### src/hdl/mhc_pkg.sv
// Package for the magnetometer heading calibration block.
// Holds the mode and state codes, fixed widths, control structs and the arctangent table.
// No dependencies.
package mhc_pkg;

   // Default values of the top-level parameters
   localparam int CORDIC_STEPS_DEFAULT    = 16;
   localparam int ANGLE_FRAC_BITS_DEFAULT = 6;

   // Field widths of the transactions
   localparam int MAG_W  = 16;
   localparam int DIFF_W = MAG_W + 1;
   localparam int HEAD_W = 15;

   // Internal angle units are 2^-16 degree
   localparam int DEG_FRAC = 16;

   // Rotator datapath: a 17-bit difference scaled by 2^16, with room for gain and sqrt(2)
   localparam int CORDIC_W = 36;

   // Angle accumulator, in 2^-16 degree, and the sum with 180 degrees
   localparam int ANGLE_W = 28;
   localparam int TOTAL_W = ANGLE_W + 1;

   // Non-negative clamped total and its rounding sum
   localparam int ROUND_W = 26;

   // Arctangent table
   localparam int TBL_LEN   = 24;
   localparam int TBL_IDX_W = 5;

   localparam logic signed [ANGLE_W-1:0] DEG_180 = ANGLE_W'(180 * (1 << DEG_FRAC));
   localparam logic signed [TOTAL_W-1:0] DEG_360 = TOTAL_W'(360 * (1 << DEG_FRAC));

   // Request modes carried in tuser
   typedef enum logic [1:0] {
      MODE_CLEAR   = 2'd0,
      MODE_FOLD    = 2'd1,
      MODE_FINISH  = 2'd2,
      MODE_HEADING = 2'd3
   } mode_type;

   // Sequencer states
   typedef enum logic [2:0] {
      ST_IDLE,
      ST_EXEC,
      ST_ITER,
      ST_ROUND,
      ST_DONE
   } state_type;

   // Commands to the calibration store
   typedef struct packed {
      logic clear;
      logic fold;
      logic finish;
   } cal_ctrl_type;

   // Commands to the rotator
   typedef struct packed {
      logic load;
      logic iterate;
   } cordic_ctrl_type;

   // atan(2^-i) in 2^-16 degree, rounded to nearest
   function automatic logic signed [ANGLE_W-1:0] atan_entry(input logic [TBL_IDX_W-1:0] idx);
      logic signed [ANGLE_W-1:0] val;
      unique case (idx)
         5'd0:    val = 28'sd2949120;
         5'd1:    val = 28'sd1740967;
         5'd2:    val = 28'sd919879;
         5'd3:    val = 28'sd466945;
         5'd4:    val = 28'sd234379;
         5'd5:    val = 28'sd117304;
         5'd6:    val = 28'sd58666;
         5'd7:    val = 28'sd29335;
         5'd8:    val = 28'sd14668;
         5'd9:    val = 28'sd7334;
         5'd10:   val = 28'sd3667;
         5'd11:   val = 28'sd1833;
         5'd12:   val = 28'sd917;
         5'd13:   val = 28'sd458;
         5'd14:   val = 28'sd229;
         5'd15:   val = 28'sd115;
         5'd16:   val = 28'sd57;
         5'd17:   val = 28'sd29;
         5'd18:   val = 28'sd14;
         5'd19:   val = 28'sd7;
         5'd20:   val = 28'sd4;
         5'd21:   val = 28'sd2;
         5'd22:   val = 28'sd1;
         default: val = 28'sd0;
      endcase
      return val;
   endfunction

endpackage

### src/hdl/mhc_cal_store.sv
// Calibration store: per-axis minimum and maximum and the hard-iron offsets.
// Depends on mhc_pkg.
module mhc_cal_store
   import mhc_pkg::*;
(
   input  logic                    clock,
   input  logic                    reset,
   input  cal_ctrl_type            ctrl,
   input  logic signed [MAG_W-1:0] mag_x,
   input  logic signed [MAG_W-1:0] mag_y,
   input  logic signed [MAG_W-1:0] mag_z,
   output logic signed [MAG_W-1:0] off_x,
   output logic signed [MAG_W-1:0] off_y,
   output logic signed [MAG_W-1:0] off_z
);

   logic signed [MAG_W-1:0] min_x_ff, min_y_ff, min_z_ff;
   logic signed [MAG_W-1:0] max_x_ff, max_y_ff, max_z_ff;
   logic signed [MAG_W-1:0] min_x_in, min_y_in, min_z_in;
   logic signed [MAG_W-1:0] max_x_in, max_y_in, max_z_in;
   logic signed [MAG_W-1:0] off_x_ff, off_y_ff, off_z_ff;
   logic signed [MAG_W-1:0] off_x_in, off_y_in, off_z_in;

   // Midpoint of an axis, halved with truncation toward zero
   function automatic logic signed [MAG_W-1:0] midpoint(input logic signed [MAG_W-1:0] lo,
                                                        input logic signed [MAG_W-1:0] hi);
      logic signed [DIFF_W-1:0] sum;
      logic signed [DIFF_W-1:0] adj;
      sum = DIFF_W'(lo) + DIFF_W'(hi);
      adj = sum + DIFF_W'(sum[DIFF_W-1]);
      return adj[DIFF_W-1:1];
   endfunction

   // Next values of the extremes and offsets
   always_comb begin
      min_x_in = min_x_ff;
      min_y_in = min_y_ff;
      min_z_in = min_z_ff;
      max_x_in = max_x_ff;
      max_y_in = max_y_ff;
      max_z_in = max_z_ff;
      off_x_in = off_x_ff;
      off_y_in = off_y_ff;
      off_z_in = off_z_ff;
      if (ctrl.clear) begin
         min_x_in = '0;
         min_y_in = '0;
         min_z_in = '0;
         max_x_in = '0;
         max_y_in = '0;
         max_z_in = '0;
         off_x_in = '0;
         off_y_in = '0;
         off_z_in = '0;
      end else if (ctrl.fold) begin
         if (mag_x < min_x_ff) min_x_in = mag_x;
         if (mag_x > max_x_ff) max_x_in = mag_x;
         if (mag_y < min_y_ff) min_y_in = mag_y;
         if (mag_y > max_y_ff) max_y_in = mag_y;
         if (mag_z < min_z_ff) min_z_in = mag_z;
         if (mag_z > max_z_ff) max_z_in = mag_z;
      end else if (ctrl.finish) begin
         off_x_in = midpoint(min_x_ff, max_x_ff);
         off_y_in = midpoint(min_y_ff, max_y_ff);
         off_z_in = midpoint(min_z_ff, max_z_ff);
      end
   end

   // State registers, cleared at reset
   always_ff @(posedge clock) begin
      if (reset) begin
         min_x_ff <= '0;
         min_y_ff <= '0;
         min_z_ff <= '0;
         max_x_ff <= '0;
         max_y_ff <= '0;
         max_z_ff <= '0;
         off_x_ff <= '0;
         off_y_ff <= '0;
         off_z_ff <= '0;
      end else begin
         min_x_ff <= min_x_in;
         min_y_ff <= min_y_in;
         min_z_ff <= min_z_in;
         max_x_ff <= max_x_in;
         max_y_ff <= max_y_in;
         max_z_ff <= max_z_in;
         off_x_ff <= off_x_in;
         off_y_ff <= off_y_in;
         off_z_ff <= off_z_in;
      end
   end

   assign off_x = off_x_ff;
   assign off_y = off_y_ff;
   assign off_z = off_z_ff;

endmodule

### src/hdl/mhc_cordic.sv
// Vectoring rotator: one shared shift-and-add stage used once per cycle while iterate is set.
// Depends on mhc_pkg for widths, control struct and the arctangent table.
module mhc_cordic
   import mhc_pkg::*;
#(
   parameter int CORDIC_STEPS = CORDIC_STEPS_DEFAULT
)
(
   input  logic                      clock,
   input  logic                      reset,
   input  cordic_ctrl_type           ctrl,
   input  logic signed [DIFF_W-1:0]  dx,
   input  logic signed [DIFF_W-1:0]  dy,
   output logic                      last_step,
   output logic signed [ANGLE_W-1:0] angle
);

   localparam int STEP_W = (CORDIC_STEPS > 1) ? $clog2(CORDIC_STEPS) : 1;

   logic signed [CORDIC_W-1:0] x_ff, x_in, y_ff, y_in;
   logic signed [ANGLE_W-1:0]  z_ff, z_in;
   logic [STEP_W-1:0]          step_ff, step_in;
   logic signed [CORDIC_W-1:0] x_load, y_load;
   logic signed [CORDIC_W-1:0] x_shift, y_shift;
   logic signed [ANGLE_W-1:0]  atan_val;

   // Scaled start vector
   assign x_load = {{(CORDIC_W-DIFF_W-DEG_FRAC){dx[DIFF_W-1]}}, dx, {DEG_FRAC{1'b0}}};
   assign y_load = {{(CORDIC_W-DIFF_W-DEG_FRAC){dy[DIFF_W-1]}}, dy, {DEG_FRAC{1'b0}}};

   // Arithmetic shifts round toward minus infinity
   assign x_shift  = x_ff >>> step_ff;
   assign y_shift  = y_ff >>> step_ff;
   assign atan_val = atan_entry(TBL_IDX_W'(step_ff));

   // Load or one rotation step
   always_comb begin
      x_in    = x_ff;
      y_in    = y_ff;
      z_in    = z_ff;
      step_in = step_ff;
      if (ctrl.load) begin
         step_in = '0;
         if (dx < 0) begin
            // Left half plane: turn by half a revolution first
            x_in = -x_load;
            y_in = -y_load;
            z_in = (dy < 0) ? -DEG_180 : DEG_180;
         end else begin
            x_in = x_load;
            y_in = y_load;
            z_in = '0;
         end
      end else if (ctrl.iterate) begin
         step_in = step_ff + 1'b1;
         if (y_ff > 0) begin
            x_in = x_ff + y_shift;
            y_in = y_ff - x_shift;
            z_in = z_ff + atan_val;
         end else begin
            x_in = x_ff - y_shift;
            y_in = y_ff + x_shift;
            z_in = z_ff - atan_val;
         end
      end
   end

   // Datapath registers; only the step counter needs a reset
   always_ff @(posedge clock) begin
      if (reset) begin
         step_ff <= '0;
      end else begin
         step_ff <= step_in;
      end
      x_ff <= x_in;
      y_ff <= y_in;
      z_ff <= z_in;
   end

   assign last_step = (step_ff == STEP_W'(CORDIC_STEPS - 1));
   assign angle     = z_ff;

endmodule

### src/hdl/magnetometer_heading_calibration.sv
// Top level of the magnetometer heading calibration block.
// Depends on mhc_pkg, mhc_cal_store and mhc_cordic.
//
// Usage:
//   The request channel (req_*) carries one magnetometer sample per transaction,
//   with the mode in tuser: clear calibration, fold a calibration sample, finish
//   calibration (offsets become the midpoints of min and max), or heading sample.
//   The response channel (rsp_*) returns one transaction per request: the heading
//   in 2^-ANGLE_FRAC_BITS degree (zero except in heading mode) and the three
//   offsets as they stand after the request.
// Timing:
//   In calibration modes a request passes the execute and done states; the
//   response is loaded into the output register from the done state.
//   A heading sample passes the execute, iterate, round and done states; the iterate
//   state runs CORDIC_STEPS steps of the single rotator stage, which performs one
//   step per cycle.
//   The block accepts one request at a time; req_tready is high only when the
//   sequencer is idle, from the cycle after the response has been loaded.
// Reset:
//   Synchronous reset clears the extremes, the offsets and the response valid.
// Back-pressure:
//   The response is held in an output register. A new request is taken while it
//   waits; the next response waits in the sequencer until the register is free.
module magnetometer_heading_calibration
   import mhc_pkg::*;
#(
   parameter int CORDIC_STEPS    = CORDIC_STEPS_DEFAULT,
   parameter int ANGLE_FRAC_BITS = ANGLE_FRAC_BITS_DEFAULT
)
(
   input  logic        clock,
   input  logic        reset,
   input  logic        req_tvalid,
   output logic        req_tready,
   input  logic [47:0] req_tdata,   // mag_x[15:0], mag_y[31:16], mag_z[47:32]
   input  logic [1:0]  req_tuser,   // mode[1:0]
   output logic        rsp_tvalid,
   input  logic        rsp_tready,
   output logic [63:0] rsp_tdata    // heading[14:0], off_x[30:15], off_y[46:31],
                                    // off_z[62:47], zero[63]
);

   localparam int SHIFT = DEG_FRAC - ANGLE_FRAC_BITS;
   localparam logic [ROUND_W-1:0] HALF    = ROUND_W'(1) << (SHIFT - 1);
   localparam logic [ROUND_W-1:0] LIMIT   = ROUND_W'(360) << ANGLE_FRAC_BITS;
   localparam logic [ROUND_W-1:0] HEAD180 = ROUND_W'(180) << ANGLE_FRAC_BITS;

   state_type               state_ff, state_in;
   mode_type                mode_ff;
   logic signed [MAG_W-1:0] mag_x_ff, mag_y_ff, mag_z_ff;
   logic                    zero_vec_ff, zero_vec_in;
   logic [HEAD_W-1:0]       head_ff, head_in;
   logic                    rsp_valid_ff, rsp_valid_in;
   logic [63:0]             rsp_data_ff;

   cal_ctrl_type            cal_ctrl;
   cordic_ctrl_type         cordic_ctrl;
   logic                    accept;
   logic                    load_rsp;
   logic                    rsp_free;

   logic signed [MAG_W-1:0]   off_x, off_y, off_z;
   logic signed [DIFF_W-1:0]  dx, dy;
   logic                      last_step;
   logic signed [ANGLE_W-1:0] angle;
   logic signed [TOTAL_W-1:0] total;
   logic [ROUND_W-1:0]        total_clamp;
   logic [ROUND_W-1:0]        round_sum;
   logic [ROUND_W-1:0]        round_val;
   logic [ROUND_W-1:0]        head_full;

   assign accept   = req_tvalid && req_tready;
   assign rsp_free = !rsp_valid_ff || rsp_tready;

   // Request capture
   always_ff @(posedge clock) begin
      if (accept) begin
         mode_ff  <= mode_type'(req_tuser);
         mag_x_ff <= req_tdata[15:0];
         mag_y_ff <= req_tdata[31:16];
         mag_z_ff <= req_tdata[47:32];
      end
   end

   // Calibration store
   mhc_cal_store u_cal_store (
      .clock (clock),
      .reset (reset),
      .ctrl  (cal_ctrl),
      .mag_x (mag_x_ff),
      .mag_y (mag_y_ff),
      .mag_z (mag_z_ff),
      .off_x (off_x),
      .off_y (off_y),
      .off_z (off_z)
   );

   // Offset-corrected vector for the heading
   assign dx = DIFF_W'(mag_x_ff) - DIFF_W'(off_x);
   assign dy = DIFF_W'(mag_y_ff) - DIFF_W'(off_y);

   mhc_cordic #(
      .CORDIC_STEPS (CORDIC_STEPS)
   ) u_cordic (
      .clock     (clock),
      .reset     (reset),
      .ctrl      (cordic_ctrl),
      .dx        (dx),
      .dy        (dy),
      .last_step (last_step),
      .angle     (angle)
   );

   // Sequencer: next state
   always_comb begin
      state_in = state_ff;
      unique case (state_ff)
         ST_IDLE: begin
            if (req_tvalid) state_in = ST_EXEC;
         end
         ST_EXEC: begin
            state_in = (mode_ff == MODE_HEADING) ? ST_ITER : ST_DONE;
         end
         ST_ITER: begin
            if (last_step) state_in = ST_ROUND;
         end
         ST_ROUND: begin
            state_in = ST_DONE;
         end
         ST_DONE: begin
            if (rsp_free) state_in = ST_IDLE;
         end
         default: state_in = ST_IDLE;
      endcase
   end

   // Sequencer: outputs
   always_comb begin
      req_tready          = 1'b0;
      cal_ctrl            = '0;
      cordic_ctrl         = '0;
      load_rsp            = 1'b0;
      unique case (state_ff)
         ST_IDLE: begin
            req_tready = 1'b1;
         end
         ST_EXEC: begin
            unique case (mode_ff)
               MODE_CLEAR:   cal_ctrl.clear    = 1'b1;
               MODE_FOLD:    cal_ctrl.fold     = 1'b1;
               MODE_FINISH:  cal_ctrl.finish   = 1'b1;
               MODE_HEADING: cordic_ctrl.load  = 1'b1;
            endcase
         end
         ST_ITER: begin
            cordic_ctrl.iterate = 1'b1;
         end
         ST_ROUND: begin
         end
         ST_DONE: begin
            load_rsp = rsp_free;
         end
         default: begin
         end
      endcase
   end

   // Shift the angle by 180 degrees, clamp to one revolution and round half up
   assign total = TOTAL_W'(angle) + TOTAL_W'(DEG_180);

   always_comb begin
      if (total < 0) begin
         total_clamp = '0;
      end else if (total > DEG_360) begin
         total_clamp = ROUND_W'(DEG_360);
      end else begin
         total_clamp = total[ROUND_W-1:0];
      end
      round_sum = total_clamp + HALF;
      round_val = round_sum >> SHIFT;
      head_full = (round_val > LIMIT) ? LIMIT : round_val;
   end

   // Heading register; the zero vector reads as exactly 180 degrees
   always_comb begin
      zero_vec_in = zero_vec_ff;
      head_in     = head_ff;
      if (cordic_ctrl.load) begin
         zero_vec_in = (dx == '0) && (dy == '0);
      end
      if (state_ff == ST_ROUND) begin
         head_in = zero_vec_ff ? HEAD180[HEAD_W-1:0] : head_full[HEAD_W-1:0];
      end
      if (cal_ctrl.clear || cal_ctrl.fold || cal_ctrl.finish) begin
         head_in = '0;
      end
   end

   always_ff @(posedge clock) begin
      zero_vec_ff <= zero_vec_in;
      head_ff     <= head_in;
   end

   // Sequencer state
   always_ff @(posedge clock) begin
      if (reset) begin
         state_ff <= ST_IDLE;
      end else begin
         state_ff <= state_in;
      end
   end

   // Response register
   assign rsp_valid_in = load_rsp || (rsp_valid_ff && !rsp_tready);

   always_ff @(posedge clock) begin
      if (reset) begin
         rsp_valid_ff <= 1'b0;
      end else begin
         rsp_valid_ff <= rsp_valid_in;
      end
      if (load_rsp) begin
         rsp_data_ff <= {1'b0, off_z, off_y, off_x, head_ff};
      end
   end

   assign rsp_tvalid = rsp_valid_ff;
   assign rsp_tdata  = rsp_data_ff;

endmodule

### config.mk
export PLATFORM = sky130hd
export DESIGN_NAME = magnetometer_heading_calibration
export DESIGN_NICKNAME = d
export VERILOG_FILES = /design/src/hdl/mhc_pkg.sv /design/src/hdl/mhc_cal_store.sv /design/src/hdl/mhc_cordic.sv /design/src/hdl/magnetometer_heading_calibration.sv
export SDC_FILE = /design/constraint.sdc
export NUM_CORES = 1
export LEC_CHECK = 0
export ABC_AREA = 1
export BUFFER_PORTS_ARGS = -buffer_cell sky130_fd_sc_hd__clkbuf_2
export CAP_MARGIN = 25
export CORE_ASPECT_RATIO = 1.5
export CORE_MARGIN = 5
export CORE_UTILIZATION = 45
export DETAILED_ROUTE_END_ITERATION = 16
export HOLD_SLACK_MARGIN = 0.12
export PLACE_DENSITY_LB_ADDON = 0.3
export RECOVER_POWER = 50
export SLEW_MARGIN = 0
export SYNTH_ARGS = -nofsm -noshare
export SYNTH_HDL_FRONTEND = slang
export SYNTH_SLANG_ARGS = --single-unit
### constraint.sdc
create_clock -name clock -period 11 [get_ports clock]
set_clock_uncertainty 0.1 [all_clocks]
set_input_delay 0 -clock clock [delete_from_list [all_inputs] [get_ports clock]]
set_output_delay 0 -clock clock [all_outputs]
set_load 0.01 [all_outputs]
==> run_results.csv, run 1 <==
group,metric,value,unit
clock_network,clock_sinks,403,
synth,syn_area,0.0330,mm^2
global_routing,grt_overflow,0,
final_layout,drive_gt1_frac,0.0585,
synth,syn_inst,4573,
synth,synth_edf_count,214,
critical_path,path_class,"reg -> reg",
synth,synth-simple-area-share,0.234,
final_layout,final_cell_mix,"918 x nand2_1, 574 x inv_1, 472 x a21oi_1",
synth,syn_nets,4924,
critical_path,slowest_stage,"buf_4",
pwr,vdd_drop_max,0.138,mV
sta,setup_tns,0,ns
clock_network,numCtsBuffers,43,
final_layout,layout.nets,5087,
floorplan,initial_core_util,0.453,
sta,period_share,0.573,
global_routing,antenna_found_initial,1,
placed_design,hpwlAfterDp,73.9,mm
final_layout,syn2layout_area_growth,11.5,%
synth,ys_ff_latch,403,
global_routing,grt_pass1_vias,29500,
synth,synth_cell_types,78,
synth,ys_async_sr_fraction,0,
critical_path,required,11.26,ns
placed_design,placed_area,0.0343,mm^2
critical_path,r2r_cells,36,
global_routing,grt_usage,0.234,
floorplan,die_area,0.0789,mm^2
critical_path,worstSetupEndpointType,"flip-flop",
clock_network,htreeDepth,2,
critical_path,crit_path_frequent_cell,"nand2_1",
flow_run,maxCapViolCount,4,
critical_path,crit_arrival,6.56,ns
placed_design,place.gp.congestion,0.948,
sta,hold_viol_final,0,
clock_network,ctsRootBufferMaster,"clkbuf_16",
final_layout,layout_commonest_cell,"nand2_1",
detailed_routing,dr.pass1.iters,6,
critical_path,start_kind,"flip-flop",
status,outcome,"complete, but fails checks",
synth,synth_adder_area_share,0.115,
clock_network,cts_resized,0,
critical_path,worst-path-stages,36,
pwr,leakage,16.0,nW
detailed_routing,wirelength,96.0,mm
sta,max_freq,159,MHz
placed_design,port_buffers,118,
sta,slew-limit-headroom,-1.96,
status,violations,"capacitance limit, slew limit",
synth,ys_seq_area_frac,0.310,
floorplan,die_x,231,um
worst_hold_path,min_path_cells,3,
detailed_routing,vias_per_cell,5.42,
final_layout,design_area,0.0368,mm^2
sta,final.min_clock_period,6.31,ns
detailed_routing,vias,30800,
worst_hold_path,hold_path.class,"in -> reg",
detailed_routing,wl_per_cell,16.9,um
sta,tightest_slew,4.43,ns
floorplan,die_y,341,um
critical_path,worst-path-buf-inv,6,
clock_network,cts_buffer_depth,3,
critical_path,critPathTopFamily,"simple AND/OR/NAND/NOR gates",
synth,synth_top_family_by_area,"simple AND/OR/NAND/NOR gates",
clock_network,cts_tree,"done",
final_layout,fin_util,0.506,
synth,synth_mux_area_frac,0.0155,
sta,drv_slew,168,
sta,setup_violations,0,
synth,synth-main-ff-cell,"edfxtp_1",
detailed_routing,drcViolationCount,0,
sta,rsz0062_at_grt,"false",
clock_network,clkSlewWorstSetupHoldPaths,0.07,ns
critical_path,path_max_fanout,98,
global_routing,grt_max_degree,109,
detailed_routing,drt_iter0_drc,1848,
detailed_routing,postRouteAntennaNets,0,
pwr,power.density,143,mW/mm^2
synth,synth-xor-area-share,0.0505,
synth,yosysWarningCount,0,
floorplan,core.rowCount,121,
floorplan,io_pins,120,
global_routing,grt_pass1_wl,151,mm
clock_network,clkLatencyLatePin,0.61,ns
synth,synth-compound-area-share,0.188,
synth,avgSynthCellArea,7.21,um^2
critical_path,max_stage_delay,0.63,ns
floorplan,core_area,0.0727,mm^2
[cell usage after synthesis (5+ instances only)]
master | number | area [um^2]
buf_4 | 8 | 60.1
mux2i_1 | 37 | 370
buf_6 | 16 | 180
nand2_1 | 920 | 3450
xnor2_1 | 65 | 569
o21bai_1 | 10 | 75.1
ha_1 | 289 | 3620
nor4_1 | 18 | 113
nor3_1 | 77 | 385
o21a_1 | 39 | 293
buf_1 | 7 | 26.3
o31ai_1 | 6 | 45.0
o211ai_1 | 23 | 173
nand2_2 | 12 | 75.1
o21ai_2 | 16 | 140
nand3b_1 | 7 | 52.6
nor3b_1 | 9 | 67.6
a21o_1 | 13 | 97.6
o221ai_1 | 8 | 70.1
a31oi_1 | 15 | 93.8
a21oi_1 | 473 | 2370
mux2i_2 | 7 | 96.3
o21ai_1 | 89 | 445
o21ai_0 | 402 | 2010
clkbuf_1 | 80 | 300
buf_2 | 22 | 110
nand3_1 | 247 | 1240
fa_1 | 8 | 160
or2_2 | 29 | 181
o2111ai_1 | 5 | 43.8
nor2_1 | 351 | 1320
a21boi_0 | 11 | 82.6
nand3_2 | 8 | 80.1
nor2_2 | 13 | 81.3
inv_2 | 10 | 37.5
dfxtp_1 | 189 | 3780
inv_1 | 575 | 2160
nand4_1 | 52 | 325
edfxtp_1 | 214 | 6430
xor2_1 | 125 | 1090
[worst paths after layout]
kind	from	end	slack (ns)
min reg2reg	u_cal_store.off_z[0]	rsp_tdata[47]	0.32
max reg2reg	u_cordic.step_ff[0]	u_cordic.y_ff[29]	4.69
max	u_cordic.step_ff[0]	u_cordic.y_ff[29]	4.69
min	reset	rsp_tvalid	0.30
[area by class of cell]
type | instances | area [um^2]
Antenna cell | 1 | 2.50
Clock buffer | 51 | 1190
Clock inverter | 29 | 278
Fill cell | 7204 | 35900
Inverter | 589 | 2210
Multi-Input combinational cell | 3448 | 19900
Sequential cell | 403 | 10200
Tap cell | 922 | 1150
Timing Repair Buffer | 251 | 1820
[logic make-up after synthesis]
| family | after synthesis |
|---|---|
| AOI/OAI and AO/OA | 1138 |
| xor gates and xnor gates | 190 |
| adders and majority gates | 297 |
| buffers and inverters | 722 |
| DFF | 403 |
| muxes | 46 |
| other | 1 |
| and+or+nand+nor | 1776 |
[state kept, by name (all words and copies together) (netlist names), 22 cells and up]
register and flops:
u_cordic.x_ff 36, u_cordic.y_ff 36, rsp_tdata 63, u_cordic.atan_val 22
u_cordic.angle 28
[power by group]
group          switching, mW  internal (mW)
registers              0.122           1.76
clock network          0.681          0.859
logic                   1.17          0.660
total                   1.97           3.28
[worst reg2reg max path, delay by kind of cell (launching register included)]
family | cells | cell delay (ns)
compound gates | 10 | 1.59
buf+inv | 6 | 1.54
flops | 1 | 0.31
xor+xnor | 1 | 0.09
fa+ha+maj | 2 | 0.59
simple gates | 17 | 1.82
[routing by layer]
layer / vias to the layer above / global-route usage / share of wire
met2: 680 / 0.438 / 0.51
li1: 15800 / - / -
met1: 14100 / 0.257 / 0.39
met4: 0 / 0.129 / 0.064
met5: - / 0 / 0
met3: 241 / 0.0254 / 0.035
[repair_timing]
item | 4_1_cts | 5_1_grt
setup buffers | 0 | 0
hold buffers | 106 | 0
hold endpoints to repair | 66 | 0
setup endpoints to repair | 0 | 0
[metrics by stage]
stage / power [mW] / std cells / setup slack [ns] / hold WS, ns
2_1_floorplan: 3.22 / 4573 / 6.47 / -0.0309
3_3_place_gp: 3.66 / 5498 / 4.90 / 0.0770
3_5_place_dp: 3.69 / 5501 / 4.80 / 0.0786
4_1_cts: 5.28 / 5687 / 4.76 / 0.262
5_1_grt: 5.59 / 5694 / 4.05 / 0.284
6_report: 5.25 / 5694 / 4.69 / 0.300
No activity file was read; power rests on OpenSTA's default activity.
==> run 2, diff against run 1 <==
Settings changed: ABC_AREA 1 to 0.
Clock period 11 ns to 5.6 ns, I/O delays scaled along.
==> run_results.csv, run 2 <==
group,metric,value,unit
global_routing,grt_pass1_wl,151,mm
placed_design,hpwlAfterDp,73.8,mm
final_layout,final_cell_mix,"348 x buf_4, 346 x nand2_1, 290 x nor2_1",
worst_hold_path,hp-start,"rsp_tready",
clock_network,numCtsBuffers,43,
sta,rsz0062_at_grt,"true",
final_layout,drive_gt1_frac,0.182,
critical_path,path_max_fanout,7,
sta,final.min_clock_period,5.60,ns
floorplan,core_area,0.0713,mm^2
status,violations,"capacitance limit, slew limit",
global_routing,grt_usage,0.240,
final_layout,syn2layout_area_growth,23.5,%
clock_network,ctsRootBufferMaster,"clkbuf_16",
flow_run,maxCapViolCount,4,
floorplan,io_pins,120,
synth,syn_inst,3583,
worst_hold_path,hold_path.class,"in -> reg",
synth,synth_edf_count,214,
detailed_routing,wirelength,97.3,mm
floorplan,die_area,0.0773,mm^2
final_layout,fin_util,0.559,
critical_path,reg2reg_slack,0.0006,ns
sta,period_share,1.00,
synth,yosys.area.top_type,"edfxtp_1",
critical_path,required,5.83,ns
sta,max_freq,179,MHz
final_layout,layout_commonest_cell,"buf_4",
sta,setup_violations,0,
critical_path,crit_arrival,5.83,ns
synth,syn_area,0.0323,mm^2
pwr,vdd_drop_max,0.329,mV
detailed_routing,drcViolationCount,0,
sta,hold_viol_final,0,
status,outcome,"complete, but fails checks",
detailed_routing,vias,29000,
clock_network,clkSlewWorstSetupHoldPaths,0.07,ns
pwr,leakage,16.2,nW
clock_network,clkLatencyLatePin,0.61,ns
synth,ys_ff_latch,403,
floorplan,core.rowCount,120,
sta,holdWs,0.244,ns
clock_network,clock_sinks,403,
critical_path,startpoint,"u_cordic.step_ff[1]",
sta,drv_slew,137,
synth,synthTopCellsByCount,"356 x nand2_1, 296 x nor2_1, 289 x ha_1",
sta,tightest_slew,2.99,ns
detailed_routing,wl_per_cell,19.3,um
final_layout,layout.nets,4452,
placed_design,place.gp.congestion,0.942,
clock_network,cts_buffer_depth,3,
critical_path,max_stage_delay,0.43,ns
synth,ys_seq_area_frac,0.316,
clock_network,cts_tree,"done",
global_routing,grt_max_degree,70,
sta,slew-limit-headroom,-0.992,
synth,avgSynthCellArea,9.01,um^2
pwr,power.density,223,mW/mm^2
synth,synth.most_common_cell,"nand2_1",
sta,setup_ws,0.000603,ns
critical_path,path_class,"reg -> reg",
synth,synth-main-ff-cell,"edfxtp_1",
clock_network,htreeDepth,2,
global_routing,grt_overflow,0,
critical_path,start_kind,"flip-flop",
placed_design,port_buffers,118,
global_routing,grt_pass1_vias,29100,
placed_design,place_ws,-0.267,ns
synth,ys_async_sr_fraction,0,
synth,synth_cell_types,87,
floorplan,initial_core_util,0.453,
critical_path,worstSetupEndpointType,"flip-flop",
critical_path,r2r_start,"u_cordic.step_ff[1]",
synth,yosysWarningCount,0,
detailed_routing,dr.pass1.iters,8,
critical_path,slowest_stage,"or4_4",
global_routing,antenna_found_initial,2,
detailed_routing,postRouteAntennaNets,0,
synth,synthTopCellsByArea,"edfxtp_1 20%, dfxtp_1 12%, ha_1 11%, xnor2_1 5.2%, mux4_2 5.1%",
detailed_routing,drt_iter0_drc,1779,
final_layout,largest_reg_flops,63,
floorplan,die_y,338,um
detailed_routing,vias_per_cell,5.73,
floorplan,die_x,229,um
synth,yosys.area.top_type_share,0.199,
synth,syn_nets,3934,
## run 2: power breakdown
group | switching, mW | total [mW] | leakage [nW] | internal [mW]
combinational | 1.30 | 2.44 | 11.9 | 1.14
clock | 1.30 | 3.04 | 0.724 | 1.74
sequential | 0.124 | 3.41 | 3.52 | 3.28
## run 2: area by class of cell
class | instances | area, um^2
fill | 6342 | 31500
multi-input combinational | 2829 | 21300
sequential | 403 | 10200
timing repair buffer | 610 | 4850
clock buffer | 57 | 1260
tap | 915 | 1140
inverter | 214 | 807
clock inverter | 21 | 219
antenna | 1 | 2.50
## run 2: per-layer routing
layer,routed length [um],up-vias,global-route usage,share of wire
li1,-,14100,-,-
met1,36900,13800,0.258,0.38
met2,50700,772,0.457,0.52
met3,3750,286,0.0260,0.039
met4,5940,0,0.132,0.061
met5,0,-,0,0
## run 2: cells by family after synthesis
| family | after synthesis | synth area share |
|---|---|---|
| other cells | 1 | 0.000116 |
| fa+ha+maj | 297 | 0.117 |
| compound gates | 846 | 0.166 |
| mux | 250 | 0.107 |
| buf+inv | 351 | 0.0421 |
| simple gates | 1106 | 0.162 |
| flops | 403 | 0.316 |
| xor+xnor | 329 | 0.0893 |
## run 2: path summary, 6_finish.rpt
path	to	cells past startpoint
hold / removal	state_ff[2]	5
hold reg to reg	rsp_tdata[2]	0
setup reg to reg	u_cordic.y_ff[33]	28
setup / recovery	u_cordic.y_ff[33]	28
## run 2: metrics by stage
step	TNS, ns	power, mW	std cells	cell area [um^2]
final	0	8.89	5050	39900
after global routing	-1.50	9.33	5050	39900
after CTS	0	8.85	5011	39000
after detailed placement	-2.11	5.72	4818	36300
after global placement	-1.39	5.68	4817	36300
after floorplan	-0.111	4.93	3583	32300
## run 2: what timing repair did
action,CTS,global route
resized for setup,26,149
buffers inserted,8,32
gates cloned,2,5
hold endpoints to repair,75,0
pin swaps,13,65
hold buffers,105,0
endpoints found under the setup margin,19,28
## run 2: worst max-delay path: cells and delay by family (launching register included)
kind	cells	cell delay, ns
fa+ha+maj	2	0.56
flops	1	0.40
xor+xnor	2	0.30
buf+inv	6	0.81
simple gates	9	1.73
compound gates	9	1.40
